<file path="src/tfct_pkg.sv">
package tfct_pkg;

    localparam int NUM_FLOWS_DEF   = 16;
    localparam int MAX_CAPTURE_DEF = 4096;
    localparam int WATCH_PORTS_DEF = 4;

    localparam logic [7:0] PROTO_TCP = 8'd6;

    localparam int PADDR_W = 5;
    localparam logic [2:0] REG_LIMIT  = 3'd0;
    localparam logic [2:0] REG_PORT_A = 3'd1;
    localparam logic [2:0] REG_PORT_B = 3'd2;
    localparam logic [2:0] REG_PORT_C = 3'd3;
    localparam logic [2:0] REG_PORT_D = 3'd4;

    typedef enum logic [2:0] {
        ACT_IGNORED    = 3'd0,
        ACT_OPENED     = 3'd1,
        ACT_DATA       = 3'd2,
        ACT_CLOSED_FIN = 3'd3,
        ACT_CLOSED_RST = 3'd4,
        ACT_CLOSED_LIM = 3'd5,
        ACT_FULL       = 3'd6
    } action_t;

    typedef struct packed {
        logic [7:0]  ip_protocol;
        logic [15:0] dst_port;
        logic [15:0] src_port;
        logic [31:0] dst_addr;
        logic [31:0] src_addr;
        logic        syn_flag;
        logic        fin_flag;
        logic        rst_flag;
        logic [15:0] ip_total_len;
        logic [5:0]  ip_hdr_len;
        logic [5:0]  tcp_hdr_len;
    } pkt_hdr_t;

    typedef struct packed {
        logic [2:0]  action;
        logic [3:0]  flow_slot;
        logic [12:0] write_offset;
        logic [12:0] copy_len;
        logic [31:0] packet_count;
        logic [12:0] captured_bytes;
    } flow_result_t;

    // flow key plus counters as stored per table entry
    typedef struct packed {
        logic [95:0] key;
        logic [31:0] packets;
        logic [12:0] bytes;
    } flow_entry_t;

endpackage

</file>
<file path="src/tfct_regs.sv">
module tfct_regs
    import tfct_pkg::*;
(
    input  logic               clk,
    input  logic               rst_n,
    input  logic               psel,
    input  logic               penable,
    input  logic               pwrite,
    input  logic [PADDR_W-1:0] paddr,
    input  logic [31:0]        pwdata,
    output logic [31:0]        prdata,
    output logic               pready,
    output logic [12:0]        limit,
    output logic [15:0]        watch [4]
);

    logic [12:0] limit_reg;
    logic [15:0] watch_reg [4];
    logic [2:0]  idx;
    logic        wr;

    assign idx    = paddr[PADDR_W-1:2];
    assign wr     = psel && penable && pwrite;
    assign pready = 1'b1;
    assign limit  = limit_reg;
    assign watch  = watch_reg;

    always_ff @(posedge clk or negedge rst_n)
    begin
        if (!rst_n)
        begin
            limit_reg <= 13'd4096;
            for (int i = 0; i < 4; i++)
                watch_reg[i] <= '0;
        end
        else if (wr)
        begin
            unique case (idx)
                REG_LIMIT:  limit_reg    <= pwdata[12:0];
                REG_PORT_A: watch_reg[0] <= pwdata[15:0];
                REG_PORT_B: watch_reg[1] <= pwdata[15:0];
                REG_PORT_C: watch_reg[2] <= pwdata[15:0];
                REG_PORT_D: watch_reg[3] <= pwdata[15:0];
                default: ;
            endcase
        end
    end

    always_comb
    begin
        unique case (idx)
            REG_LIMIT:  prdata = {19'd0, limit_reg};
            REG_PORT_A: prdata = {16'd0, watch_reg[0]};
            REG_PORT_B: prdata = {16'd0, watch_reg[1]};
            REG_PORT_C: prdata = {16'd0, watch_reg[2]};
            REG_PORT_D: prdata = {16'd0, watch_reg[3]};
            default:    prdata = '0;
        endcase
    end

endmodule

</file>
<file path="src/tfct_table.sv">
module tfct_table
    import tfct_pkg::*;
#(
    parameter int NUM_FLOWS = NUM_FLOWS_DEF,
    localparam int IW = (NUM_FLOWS > 1) ? $clog2(NUM_FLOWS) : 1
)
(
    input  logic          clk,
    input  logic [IW-1:0] rd_idx,
    output flow_entry_t   rd_data,
    input  logic          wr_en,
    input  logic [IW-1:0] wr_idx,
    input  flow_entry_t   wr_data
);

    flow_entry_t mem [NUM_FLOWS];

    always_ff @(posedge clk)
    begin
        if (wr_en)
            mem[wr_idx] <= wr_data;
        rd_data <= mem[rd_idx];
    end

endmodule

</file>
<file path="src/tcp_flow_capture_tracker_core.sv">
// tcp flow tracker: one packet header per start pulse. busy stays high while
// the header is processed; the result appears for one cycle with done high and
// the receiver cannot stall it. a watched tcp packet scans every table slot
// through the one read port of the flow memory (one slot per cycle, data in the
// next cycle, then the last compare finishes and the block decides). a packet
// that matches an open flow then does one read-modify-write of that entry
// before its result; a packet that opens a flow, finds the table full or misses
// without syn gets its result from the end of the scan, and an ignored packet
// gets its result from the check state without any scan.
// valid bits live in flip-flops cleared at reset, so no clearing pass is needed.
module tcp_flow_capture_tracker_core
    import tfct_pkg::*;
#(
    parameter int NUM_FLOWS   = NUM_FLOWS_DEF,
    parameter int MAX_CAPTURE = MAX_CAPTURE_DEF,
    parameter int WATCH_PORTS = WATCH_PORTS_DEF
)
(
    input  logic               clk,
    input  logic               rst_n,
    input  logic               start,
    output logic               busy,
    input  pkt_hdr_t           hdr,
    output logic               done,
    output flow_result_t       result,
    input  logic               psel,
    input  logic               penable,
    input  logic               pwrite,
    input  logic [PADDR_W-1:0] paddr,
    input  logic [31:0]        pwdata,
    output logic [31:0]        prdata,
    output logic               pready
);

    localparam int IW = (NUM_FLOWS > 1) ? $clog2(NUM_FLOWS) : 1;
    localparam int CW = $clog2(NUM_FLOWS + 1);
    localparam logic [16:0] MAXC = 17'(MAX_CAPTURE);

    typedef enum logic [2:0] {S_IDLE, S_CHECK, S_SCAN, S_RMW_RD, S_UPDATE} state_t;

    logic [12:0] limit;
    logic [15:0] watch [4];

    tfct_regs u_regs (
        .clk(clk), .rst_n(rst_n), .psel(psel), .penable(penable), .pwrite(pwrite),
        .paddr(paddr), .pwdata(pwdata), .prdata(prdata), .pready(pready),
        .limit(limit), .watch(watch)
    );

    state_t        state_reg;
    pkt_hdr_t      hdr_reg;
    logic [NUM_FLOWS-1:0] valid_reg;
    logic [CW-1:0] scan_reg;        // address issued
    logic          cmp_reg;         // read data of slot cmp_idx_reg is present
    logic [IW-1:0] cmp_idx_reg;
    logic          hit_reg;
    logic [IW-1:0] hit_idx_reg;
    logic          done_reg;
    logic          done_next;
    flow_result_t  result_reg;

    logic [IW-1:0] rd_idx;
    flow_entry_t   rd_data;
    logic          wr_en;
    logic [IW-1:0] wr_idx;
    flow_entry_t   wr_data;

    tfct_table #(.NUM_FLOWS(NUM_FLOWS)) u_table (
        .clk(clk), .rd_idx(rd_idx), .rd_data(rd_data),
        .wr_en(wr_en), .wr_idx(wr_idx), .wr_data(wr_data)
    );

    // watched-port match
    logic watched;
    always_comb
    begin
        watched = 1'b0;
        for (int i = 0; i < WATCH_PORTS && i < 4; i++)
            if (watch[i] == hdr_reg.dst_port)
                watched = 1'b1;
        if (hdr_reg.dst_port == 16'd0)
            watched = 1'b0;
    end

    // lowest free slot from the valid bits
    logic          free_ok;
    logic [IW-1:0] free_idx;
    always_comb
    begin
        free_ok  = 1'b0;
        free_idx = '0;
        for (int i = NUM_FLOWS - 1; i >= 0; i--)
            if (!valid_reg[i])
            begin
                free_ok  = 1'b1;
                free_idx = IW'(i);
            end
    end

    logic [95:0] key;
    assign key = {hdr_reg.dst_addr, hdr_reg.src_addr, hdr_reg.dst_port, hdr_reg.src_port};

    // payload and capture arithmetic for the update step
    logic [16:0] lim_eff, hdr_sum, plen, room, take, now_b;
    logic [31:0] pk_new;
    always_comb
    begin
        lim_eff = {4'd0, limit};
        if (lim_eff == 17'd0)
            lim_eff = 17'd1;
        if (lim_eff > MAXC)
            lim_eff = MAXC;
        hdr_sum = 17'(hdr_reg.ip_hdr_len) + 17'(hdr_reg.tcp_hdr_len);
        plen    = ({1'b0, hdr_reg.ip_total_len} > hdr_sum)
                  ? {1'b0, hdr_reg.ip_total_len} - hdr_sum : 17'd0;
        room    = (lim_eff > 17'(rd_data.bytes)) ? lim_eff - 17'(rd_data.bytes) : 17'd0;
        take    = (plen > room) ? room : plen;
        now_b   = 17'(rd_data.bytes) + take;
        pk_new  = rd_data.packets + 32'd1;
    end

    assign rd_idx = (state_reg == S_SCAN) ? scan_reg[IW-1:0] : hit_idx_reg;

    always_comb
    begin
        wr_en   = 1'b0;
        wr_idx  = hit_idx_reg;
        wr_data = '{key: key, packets: pk_new, bytes: now_b[12:0]};
        if (state_reg == S_SCAN && scan_reg == CW'(NUM_FLOWS) && !cmp_reg
            && !hit_reg && hdr_reg.syn_flag && free_ok)
        begin
            wr_en   = 1'b1;
            wr_idx  = free_idx;
            wr_data = '{key: key, packets: 32'd1, bytes: 13'd0};
        end
        else if (state_reg == S_UPDATE)
            wr_en = 1'b1;
    end

    // result strobe: ignored packet, end of a scan without a match, or update
    always_comb
    begin
        done_next = 1'b0;
        if (state_reg == S_CHECK && (hdr_reg.ip_protocol != PROTO_TCP || !watched))
            done_next = 1'b1;
        if (state_reg == S_SCAN && scan_reg == CW'(NUM_FLOWS) && !cmp_reg && !hit_reg)
            done_next = 1'b1;
        if (state_reg == S_UPDATE)
            done_next = 1'b1;
    end

    always_ff @(posedge clk or negedge rst_n)
    begin
        if (!rst_n)
        begin
            state_reg   <= S_IDLE;
            hdr_reg     <= '0;
            valid_reg   <= '0;
            scan_reg    <= '0;
            cmp_reg     <= 1'b0;
            cmp_idx_reg <= '0;
            hit_reg     <= 1'b0;
            hit_idx_reg <= '0;
            done_reg    <= 1'b0;
            result_reg  <= '0;
        end
        else
        begin
            done_reg <= done_next;
            unique case (state_reg)
                S_IDLE:
                begin
                    if (start)
                    begin
                        hdr_reg   <= hdr;
                        state_reg <= S_CHECK;
                    end
                end
                S_CHECK:
                begin
                    if (hdr_reg.ip_protocol != PROTO_TCP || !watched)
                    begin
                        result_reg <= '0;
                        state_reg  <= S_IDLE;
                    end
                    else
                    begin
                        scan_reg  <= '0;
                        cmp_reg   <= 1'b0;
                        hit_reg   <= 1'b0;
                        state_reg <= S_SCAN;
                    end
                end
                S_SCAN:
                begin
                    // compare the entry read last cycle
                    if (cmp_reg && !hit_reg && valid_reg[cmp_idx_reg] && rd_data.key == key)
                    begin
                        hit_reg     <= 1'b1;
                        hit_idx_reg <= cmp_idx_reg;
                    end
                    if (scan_reg != CW'(NUM_FLOWS))
                    begin
                        cmp_reg     <= 1'b1;
                        cmp_idx_reg <= scan_reg[IW-1:0];
                        scan_reg    <= scan_reg + CW'(1);
                    end
                    else if (cmp_reg)
                        cmp_reg <= 1'b0;
                    else if (hit_reg)
                        state_reg <= S_RMW_RD;
                    else
                    begin
                        if (hdr_reg.syn_flag && free_ok)
                        begin
                            valid_reg[free_idx] <= 1'b1;
                            result_reg <= '{action: ACT_OPENED, flow_slot: 4'(free_idx),
                                            write_offset: 13'd0, copy_len: 13'd0,
                                            packet_count: 32'd1, captured_bytes: 13'd0};
                        end
                        else if (hdr_reg.syn_flag)
                            result_reg <= '{action: ACT_FULL, default: '0};
                        else
                            result_reg <= '0;
                        state_reg <= S_IDLE;
                    end
                end
                S_RMW_RD:
                    state_reg <= S_UPDATE;
                S_UPDATE:
                begin
                    if (hdr_reg.fin_flag || hdr_reg.rst_flag)
                    begin
                        valid_reg[hit_idx_reg] <= 1'b0;
                        result_reg <= '{action: hdr_reg.fin_flag ? ACT_CLOSED_FIN
                                                                 : ACT_CLOSED_RST,
                                        flow_slot: 4'(hit_idx_reg),
                                        write_offset: rd_data.bytes, copy_len: 13'd0,
                                        packet_count: pk_new,
                                        captured_bytes: rd_data.bytes};
                    end
                    else
                    begin
                        if (now_b >= lim_eff)
                            valid_reg[hit_idx_reg] <= 1'b0;
                        result_reg <= '{action: (now_b >= lim_eff) ? ACT_CLOSED_LIM
                                                                   : ACT_DATA,
                                        flow_slot: 4'(hit_idx_reg),
                                        write_offset: rd_data.bytes,
                                        copy_len: take[12:0],
                                        packet_count: pk_new,
                                        captured_bytes: now_b[12:0]};
                    end
                    state_reg <= S_IDLE;
                end
                default:
                    state_reg <= S_IDLE;
            endcase
        end
    end

    assign busy   = (state_reg != S_IDLE);
    assign done   = done_reg;
    assign result = result_reg;

`ifndef ASSERT_OFF
    a_done_idle: assert property (@(posedge clk) disable iff (!rst_n)
        done |-> !busy) else $error("result while busy");
    a_start_busy: assert property (@(posedge clk) disable iff (!rst_n)
        start && !busy |=> busy) else $error("accepted header not taken");
    a_open_valid: assert property (@(posedge clk) disable iff (!rst_n)
        done && result.action == ACT_OPENED |-> valid_reg[result.flow_slot[IW-1:0]])
        else $error("opened slot not marked valid");
`endif

endmodule

</file>
<file path="config.mk">
export PLATFORM = sky130hd
export DESIGN_NAME = tcp_flow_capture_tracker_core
export DESIGN_NICKNAME = d
export VERILOG_FILES = /design/src/tfct_pkg.sv /design/src/tfct_regs.sv /design/src/tfct_table.sv /design/src/tcp_flow_capture_tracker_core.sv
export SDC_FILE = /design/constraint.sdc
export NUM_CORES = 2
export LEC_CHECK = 0
export BUFFER_PORTS_ARGS = -buffer_cell sky130_fd_sc_hd__buf_2
export CORE_ASPECT_RATIO = 1.4
export CORE_UTILIZATION = 41
export DETAILED_ROUTE_END_ITERATION = 12
export PLACE_DENSITY = 0.58
export SLEW_MARGIN = 20
export SYNTH_ARGS = -nofsm -noshare
export SYNTH_HDL_FRONTEND = slang
export SYNTH_SLANG_ARGS = --single-unit
</file>
<file path="constraint.sdc">
create_clock -name clk -period 11.9 [get_ports clk]
set_clock_uncertainty 0.05 [all_clocks]
set_input_delay 0.595 -clock clk [delete_from_list [all_inputs] [get_ports clk]]
set_output_delay 0.595 -clock clk [all_outputs]
set_load 0.1 [all_outputs]
</file>
# Yosys cells after proc, flatten, opt, wreduce, memory -nomap -nowiden
# Memories as Yosys holds them, arrays and structs flattened. A register that Yosys moved wholly into a read port is not among the register bits.
# Index checks and enable logic that the tools add are counted.
[totals] register_bits=325 ramBits=2256 input_bits=178 memories=1
[memory_table] name="u_table.mem" words=16 word_bits=141 rd=1 rd_clocked_by_memory_dff=1 wr=1 line_no="tfct_table.sv:16" rtl="flow_entry_t mem [NUM_FLOWS];"
[op_classes] n_addsub=6 order_cmp=10 n_eq_ne=26 muxes=90 n_bitwise=3 reduce_logical=41
[ops] cell="78-bit 2-to-1 mux" count=7
[ops] cell="78-bit one-hot mux with 3 select lines" count=1
[ops] cell="96-bit equality test" count=1
[ops] cell="16-bit 2-to-1 mux" count=6
[ops] cell="16-bit one-hot mux with 5 select lines" count=1
[ops] cell="4-bit 2-to-1 mux" count=18
[ops] cell="17-bit 2-to-1 mux" count=4
[ops] cell="16-bit equality test" count=4
[ops] cell="45-bit 2-to-1 mux" count=1
[ops] cell="1-bit 2-to-1 mux" count=34
[ops] cell="32-bit by 1-bit adder with 32-bit output (second input constant)" count=1
[ops] cell="16-bit one-hot mux with 2 select lines" count=1
[ops] cell="2-bit AND reduction" count=9
[ops] cell="13-bit by 17-bit adder with 17-bit output" count=1
[ops] cell="17-bit >= comparator" count=1
[ops] cell="17-bit by 13-bit greater-than comparator with 1-bit output" count=1
[ops] cell="17-bit by 13-bit greater-than comparator with 1-bit output (second input constant)" count=1
[ops] cell="17-bit greater-than comparator" count=1
[ops] cell="16-bit by 7-bit subtractor with 17-bit output" count=1
[ops] cell="17-bit by 13-bit subtractor with 17-bit output" count=1
[ops] cell="16-bit bitwise AND" count=1
[ops] cell="16-bit by 7-bit greater-than comparator with 1-bit output" count=1
[ops] cell="16-bit logical NOT" count=1
[ops] cell="16-bit NOT" count=1
[ops] cell="other kinds (33)" count=77

# Longest topological paths before layout
[logic_depth] word_depth=26 mapped_depth=43 depth_no_buf=41

# Cells and area by module
# Synthesis repeated with hierarchy kept, for this count alone.
[hier_totals] cells_unflattened=5584 hier_area_um2=106866.2
[modules_own_cells] mod="tfct_table" n_inst=1 cells_per_inst=3679 area_each_um2=87463.9 seq_area_each_um2=70567.7
[modules_own_cells] mod="tcp_flow_capture_tracker_core" n_inst=1 cells_per_inst=1641 area_each_um2=15656.3 seq_area_each_um2=6206.0
[modules_own_cells] mod="tfct_regs" n_inst=1 cells_per_inst=264 area_each_um2=3746.1 seq_area_each_um2=1928.1

# Worst setup path after synthesis
# OpenSTA, ideal clock, no wires.
[synth_path] path_type="reg2reg" from="reg valid_reg[1]" to="mem u_table.mem[4][0] (netlist bit), enable pin" arrival_time_ns=11.592 required_ns=11.036 path_slack_ns=-0.556 path_stages_with_launch=9 synth_period_minus_slack_ns=12.456 path_cell_list="dfrtp_1 nand4_1 or2_2 or3_1 nand3_1 nor2_1 clkbuf_1 mux2_2 nor3_1"
[synth_via] elab_chain_len=6
[synth_lines] element="from (decl)" line_no="tcp_flow_capture_tracker_core.sv:52" rtl="logic [NUM_FLOWS-1:0] valid_reg;"
[synth_lines] element="from (signal assigned)" line_no="tcp_flow_capture_tracker_core.sv:158" rtl="valid_reg <= '0;"
[synth_lines] element="from (signal, indexed assignment)" line_no="tcp_flow_capture_tracker_core.sv:216" rtl="valid_reg[free_idx] <= 1'b1;"
[synth_lines] element="from (signal, indexed assignment)" line_no="tcp_flow_capture_tracker_core.sv:234" rtl="valid_reg[hit_idx_reg] <= 1'b0;"
[synth_lines] element="1-bit 2-to-1 mux (2 in a row)" line_no="tcp_flow_capture_tracker_core.sv:93" rtl="if (!valid_reg[i])"
[synth_lines] element="1-bit logical AND" line_no="tcp_flow_capture_tracker_core.sv:130" rtl="&& !hit_reg && hdr_reg.syn_flag && free_ok)"
[synth_lines] element="1-bit 2-to-1 mux" line_no="tcp_flow_capture_tracker_core.sv:129" rtl="if (state_reg == S_SCAN && scan_reg == CW'(NUM_FLOWS) && !cmp_reg"
[synth_lines] element="1-bit 2-to-1 mux" line_no="tfct_table.sv:20" rtl="if (wr_en)"
[synth_lines] element="1-bit 2-to-1 mux (implied by the code)" line_no="tfct_table.sv:21" rtl="mem[wr_idx] <= wr_data;"
[synth_lines] element="to (decl)" line_no="tfct_table.sv:16"
# Parallel ways exist; a longest one is shown, timed or not.

# Worst setup path after layout
[layout_path] from="reg hdr_reg[6] (netlist bit)" to="reg valid_reg[9]"
[layout_via] elab_chain_len=9
[layout_lines] element="from (decl)" line_no="tcp_flow_capture_tracker_core.sv:51" rtl="pkt_hdr_t hdr_reg;"
[layout_lines] element="from (signal assigned)" line_no="tcp_flow_capture_tracker_core.sv:175" rtl="hdr_reg <= hdr;"
[layout_lines] element="6-bit by 6-bit adder with 7-bit output *" line_no="tcp_flow_capture_tracker_core.sv:113" rtl="hdr_sum = 17'(hdr_reg.ip_hdr_len) + 17'(hdr_reg.tcp_hdr_len);"
[layout_lines] element="16-bit by 7-bit subtractor with 17-bit output or 16-bit by 7-bit greater-than comparator with 1-bit output (tied branches)" line_no="tcp_flow_capture_tracker_core.sv:115, tcp_flow_capture_tracker_core.sv:114"
[layout_lines] element="17-bit 2-to-1 mux *" line_no="tcp_flow_capture_tracker_core.sv:115" rtl="? {1'b0, hdr_reg.ip_total_len} - hdr_sum : 17'd0;"
[layout_lines] element="17-bit greater-than comparator" line_no="tcp_flow_capture_tracker_core.sv:117" rtl="take = (plen > room) ? room : plen;"
[layout_lines] element="17-bit 2-to-1 mux *" line_no="tcp_flow_capture_tracker_core.sv:117"
[layout_lines] element="13-bit by 17-bit adder with 17-bit output *" line_no="tcp_flow_capture_tracker_core.sv:118" rtl="now_b = 17'(rd_data.bytes) + take;"
[layout_lines] element="17-bit >= comparator *" line_no="tcp_flow_capture_tracker_core.sv:244" rtl="if (now_b >= lim_eff)"
[layout_lines] element="3-bit by 1-bit != test with 1-bit output (no source line) *"
[layout_lines] element="6-bit AND reduction (no source line) *"
[layout_lines] element="to (signal assigned)" line_no="tcp_flow_capture_tracker_core.sv:158"
[layout_lines] element="to (signal, indexed assignment)" line_no="tcp_flow_capture_tracker_core.sv:234"
[layout_lines] element="to (signal, indexed assignment)" line_no="tcp_flow_capture_tracker_core.sv:245" rtl="valid_reg[hit_idx_reg] <= 1'b0;"
# Mark *: on every way between the ends. The rest lies on a longest branch, timed or not.
# A chain may end at the register's enable or synchronous reset.

==> results.sh <==
export IMPL_power_density_mw_per_mm2=174
export IMPL_die_area_mm2=0.271
export IMPL_worst_path_max_fanout=25
export IMPL_io_buffers=255
export IMPL_htreeDepth=5
export IMPL_vias_per_cell=5.68
export IMPL_relSlewSlack_pct=20.4
export IMPL_clockBufferDepth=4
export IMPL_pin_count=291
export IMPL_hpwlAfterDp_um=167000
export IMPL_setup_viol=0
export IMPL_hold_path_end="hdr_reg[103]"
export IMPL_drt_first_iter_violations=6337
export IMPL_place_congestion=0.898
export IMPL_dieWidth_um=440
export IMPL_post_route_drc_count=0
export IMPL_vdd_drop_max_v=0.000161
export IMPL_path_clk_slew_ns=0.06
export IMPL_cts_inserted_buffers=274
export IMPL_initial_core_util_pct=41.3
export IMPL_cp_slowest_cell="and4_1"
export IMPL_cts_tree="yes"
export IMPL_grt_pass1_wl_um=459000
export IMPL_clk_latency_ns=0.85
export IMPL_multi_input_area_mm2=0.0291
export IMPL_total_power_mw=21.8
export IMPL_slew_viol_final=0
export IMPL_synth_edf_count=2256
export IMPL_min_delay_path_depth=2
export IMPL_rsz0062_at_grt="no"
export IMPL_status="complete, no violations"
export IMPL_synthCells=8601
export IMPL_whs_ns=0.0269
export IMPL_setup_tns_ns=0
export IMPL_total_leakage_power_nw=44.8
export IMPL_hold_class="primary input to flop"
export IMPL_yosysWarnings=0
export IMPL_seq_area_mm2=0.0787
export IMPL_synth_cell_types=78
export IMPL_largest_reg_flops=2256
export IMPL_dr_pass1_iters=8
export IMPL_critical_path_arrival_ns=11.58
export IMPL_vias=71400
export IMPL_grt_pass1_vias=70100
export IMPL_core_mm2=0.267
export IMPL_ff2ff_setup_slack_ns=0.96
export IMPL_r2r_cells=37
export IMPL_grt_usage_pct=22.6
export IMPL_nFillCells=23400
export IMPL_hold_start="hdr[103]"
export IMPL_finalCriticalPeriod_ns=10.94
export IMPL_final_layout_size_suffix_gt1_share_pct=11.8
export IMPL_yosysSeqAreaShare_pct=71.5
export IMPL_root_buffer="clkbuf_16"
export IMPL_cts_resized=0
export IMPL_syn_area_per_cell_um2=12.8
export IMPL_wl_per_cell_um=24.9
export IMPL_grt_start_max_net_pins=188
export IMPL_post_route_util_pct=47.1
export IMPL_slowest_delay_ns=0.68
export IMPL_num_rows=224
export IMPL_ys_seq_elements=2722
export IMPL_min_period_over_period_pct=92.0
export IMPL_wl_um=313000
export IMPL_syn_area_mm2=0.110
export IMPL_r2r_start="hdr_reg[6]"
export IMPL_cp_end_kind="flop"
export IMPL_ant_nets=0
export IMPL_worstMarginPinSlew_ns=1.19
export IMPL_hold_viol=0
export IMPL_fp_dieH_um=615
export IMPL_critPathLaunchType="flop"
export IMPL_r2r_end="valid_reg[9]"
export IMPL_path_class="flop to flop"
export IMPL_max_freq_mhz=91.4
export IMPL_nets=9111
export IMPL_synth_async_reset_ratio_pct=11.9
export IMPL_area_growth_synth_to_final_pct=13.9
export IMPL_grt_overflow=0
export IMPL_yosys_most_used_dff="edfxtp_1"
export IMPL_required_ns=12.54
export IMPL_antenna_found_initial=7
export IMPL_clock_sinks=2722
export IMPL_drv_cap=0
cells by family after synthesis:
family          synth area share (%)
fa+ha+maj                      0.891
compound gates                  7.04
simple gates                    14.3
xor+xnor                        1.47
mux                             2.48
buf+inv                         2.37
other cells                  0.00682
flops                           71.5
where the power goes:
group | total, mW | internal (mW) | leakage, nW | switching [mW]
Clock | 8.65 | 5.05 | 4.37 | 3.60
Combinational | 1.99 | 0.649 | 14.9 | 1.34
Sequential | 11.2 | 10.9 | 25.6 | 0.268
Total | 21.8 | 16.6 | 44.8 | 5.21
per-stage QoR:
step                      setup slack [ns]  area, um2  std cells
after floorplan                     -0.556     110000       8618
after global placement                1.11     115000      12000
after detailed placement              1.04     115000      12000
after CTS                             1.00     125000      12600
after global routing                 0.247     125000      12600
final                                0.958     125000      12600
worst max path at each step:
stage	start	end	slack (ns)	cells after the start
after floorplan	valid_reg[1]	u_table.mem[4][0]	-0.56	8
after global placement	hdr_reg[0]	valid_reg[15]	1.11	37
after detailed placement	hdr_reg[0]	valid_reg[8]	1.04	37
after CTS	hdr_reg[6]	valid_reg[9]	1.00	37
after global routing	hdr_reg[6]	valid_reg[10]	0.25	37
final	hdr_reg[6]	valid_reg[9]	0.96	37
cell usage after synthesis, drive strengths merged, types with 10 or more instances:
cell | count | area, um2
nor3 | 35 | 186
dfrtp | 324 | 8110
clkbuf | 531 | 1990
nor2 | 114 | 428
o22ai | 29 | 181
nand3b | 10 | 75.1
and2 | 13 | 81.3
xnor2 | 50 | 438
a21oi | 184 | 921
o21ai | 122 | 611
a311oi | 424 | 3710
mux2 | 216 | 2430
and3 | 298 | 1860
nor2b | 16 | 100
edfxtp | 2256 | 67700
ha | 72 | 901
a31oi | 143 | 895
xor2 | 135 | 1180
mux2i | 19 | 190
nand2 | 2415 | 9060
or4 | 11 | 82.6
nor4 | 43 | 269
a22o | 21 | 184
a21o | 11 | 82.6
nand4 | 30 | 188
dfxtp | 141 | 2820
a32o | 14 | 140
a221oi | 11 | 96.3
nand3 | 597 | 2990
o21a | 19 | 143
a22oi | 32 | 240
buf | 44 | 239
inv | 100 | 375
what timing repair did:
| item | 4_1_cts | 5_1_grt |
|---|---|---|
| endpoints found under the setup margin | 0 | 0 |
| hold buffers | 130 | 0 |
| setup buffers | 0 | 0 |
| hold endpoints to repair | 190 | 0 |
metal layers:
layer / share of wire [%] / track usage [%] / routed length, um
met2: 50 / 38.8 / 157000
met5: 0 / 0 / 0
met4: 3.4 / 7.88 / 10700
met3: 5.5 / 2.53 / 17100
met1: 41 / 29.5 / 128000
cell usage in the layout, fill, tap and decap left out, drive strengths merged, types with 29 or more instances in the layout:
cell and count:
and3 298, buf 408, inv 107, dlygate4sd3 130, nand2 2415, clkinv 74
dfxtp 141, ha 72, dfrtp 324, a31oi 143, xnor2 50, nand3 597
nand4 30, a22oi 32, o21ai 122, a311oi 424, xor2 135, clkbuf 387
o22ai 29, mux2 216, nor4 43, edfxtp 2256, nor2 114, nor3 35
a21oi 184
area by class of cell:
cell class	count	area share, %
Clock buffer	387	6.20
Inverter	100	0.299
Antenna cell	7	0.0140
Clock inverter	105	0.903
Multi-Input combinational cell	5221	23.2
Timing Repair Buffer	538	3.17
Tap cell	3503	3.49
Sequential cell	2722	62.7
worst max-delay path: cells and delay by family, from the launching register on:
| kind | cells | cell delay (ns) |
|---|---|---|
| xor gates and xnor gates | 1 | 0.15 |
| adders and majority gates | 6 | 1.99 |
| DFF | 1 | 0.39 |
| AOI/OAI and AO/OA | 18 | 4.98 |
| and+or+nand+nor | 12 | 3.22 |
Power figures use the tool's default switching activity.
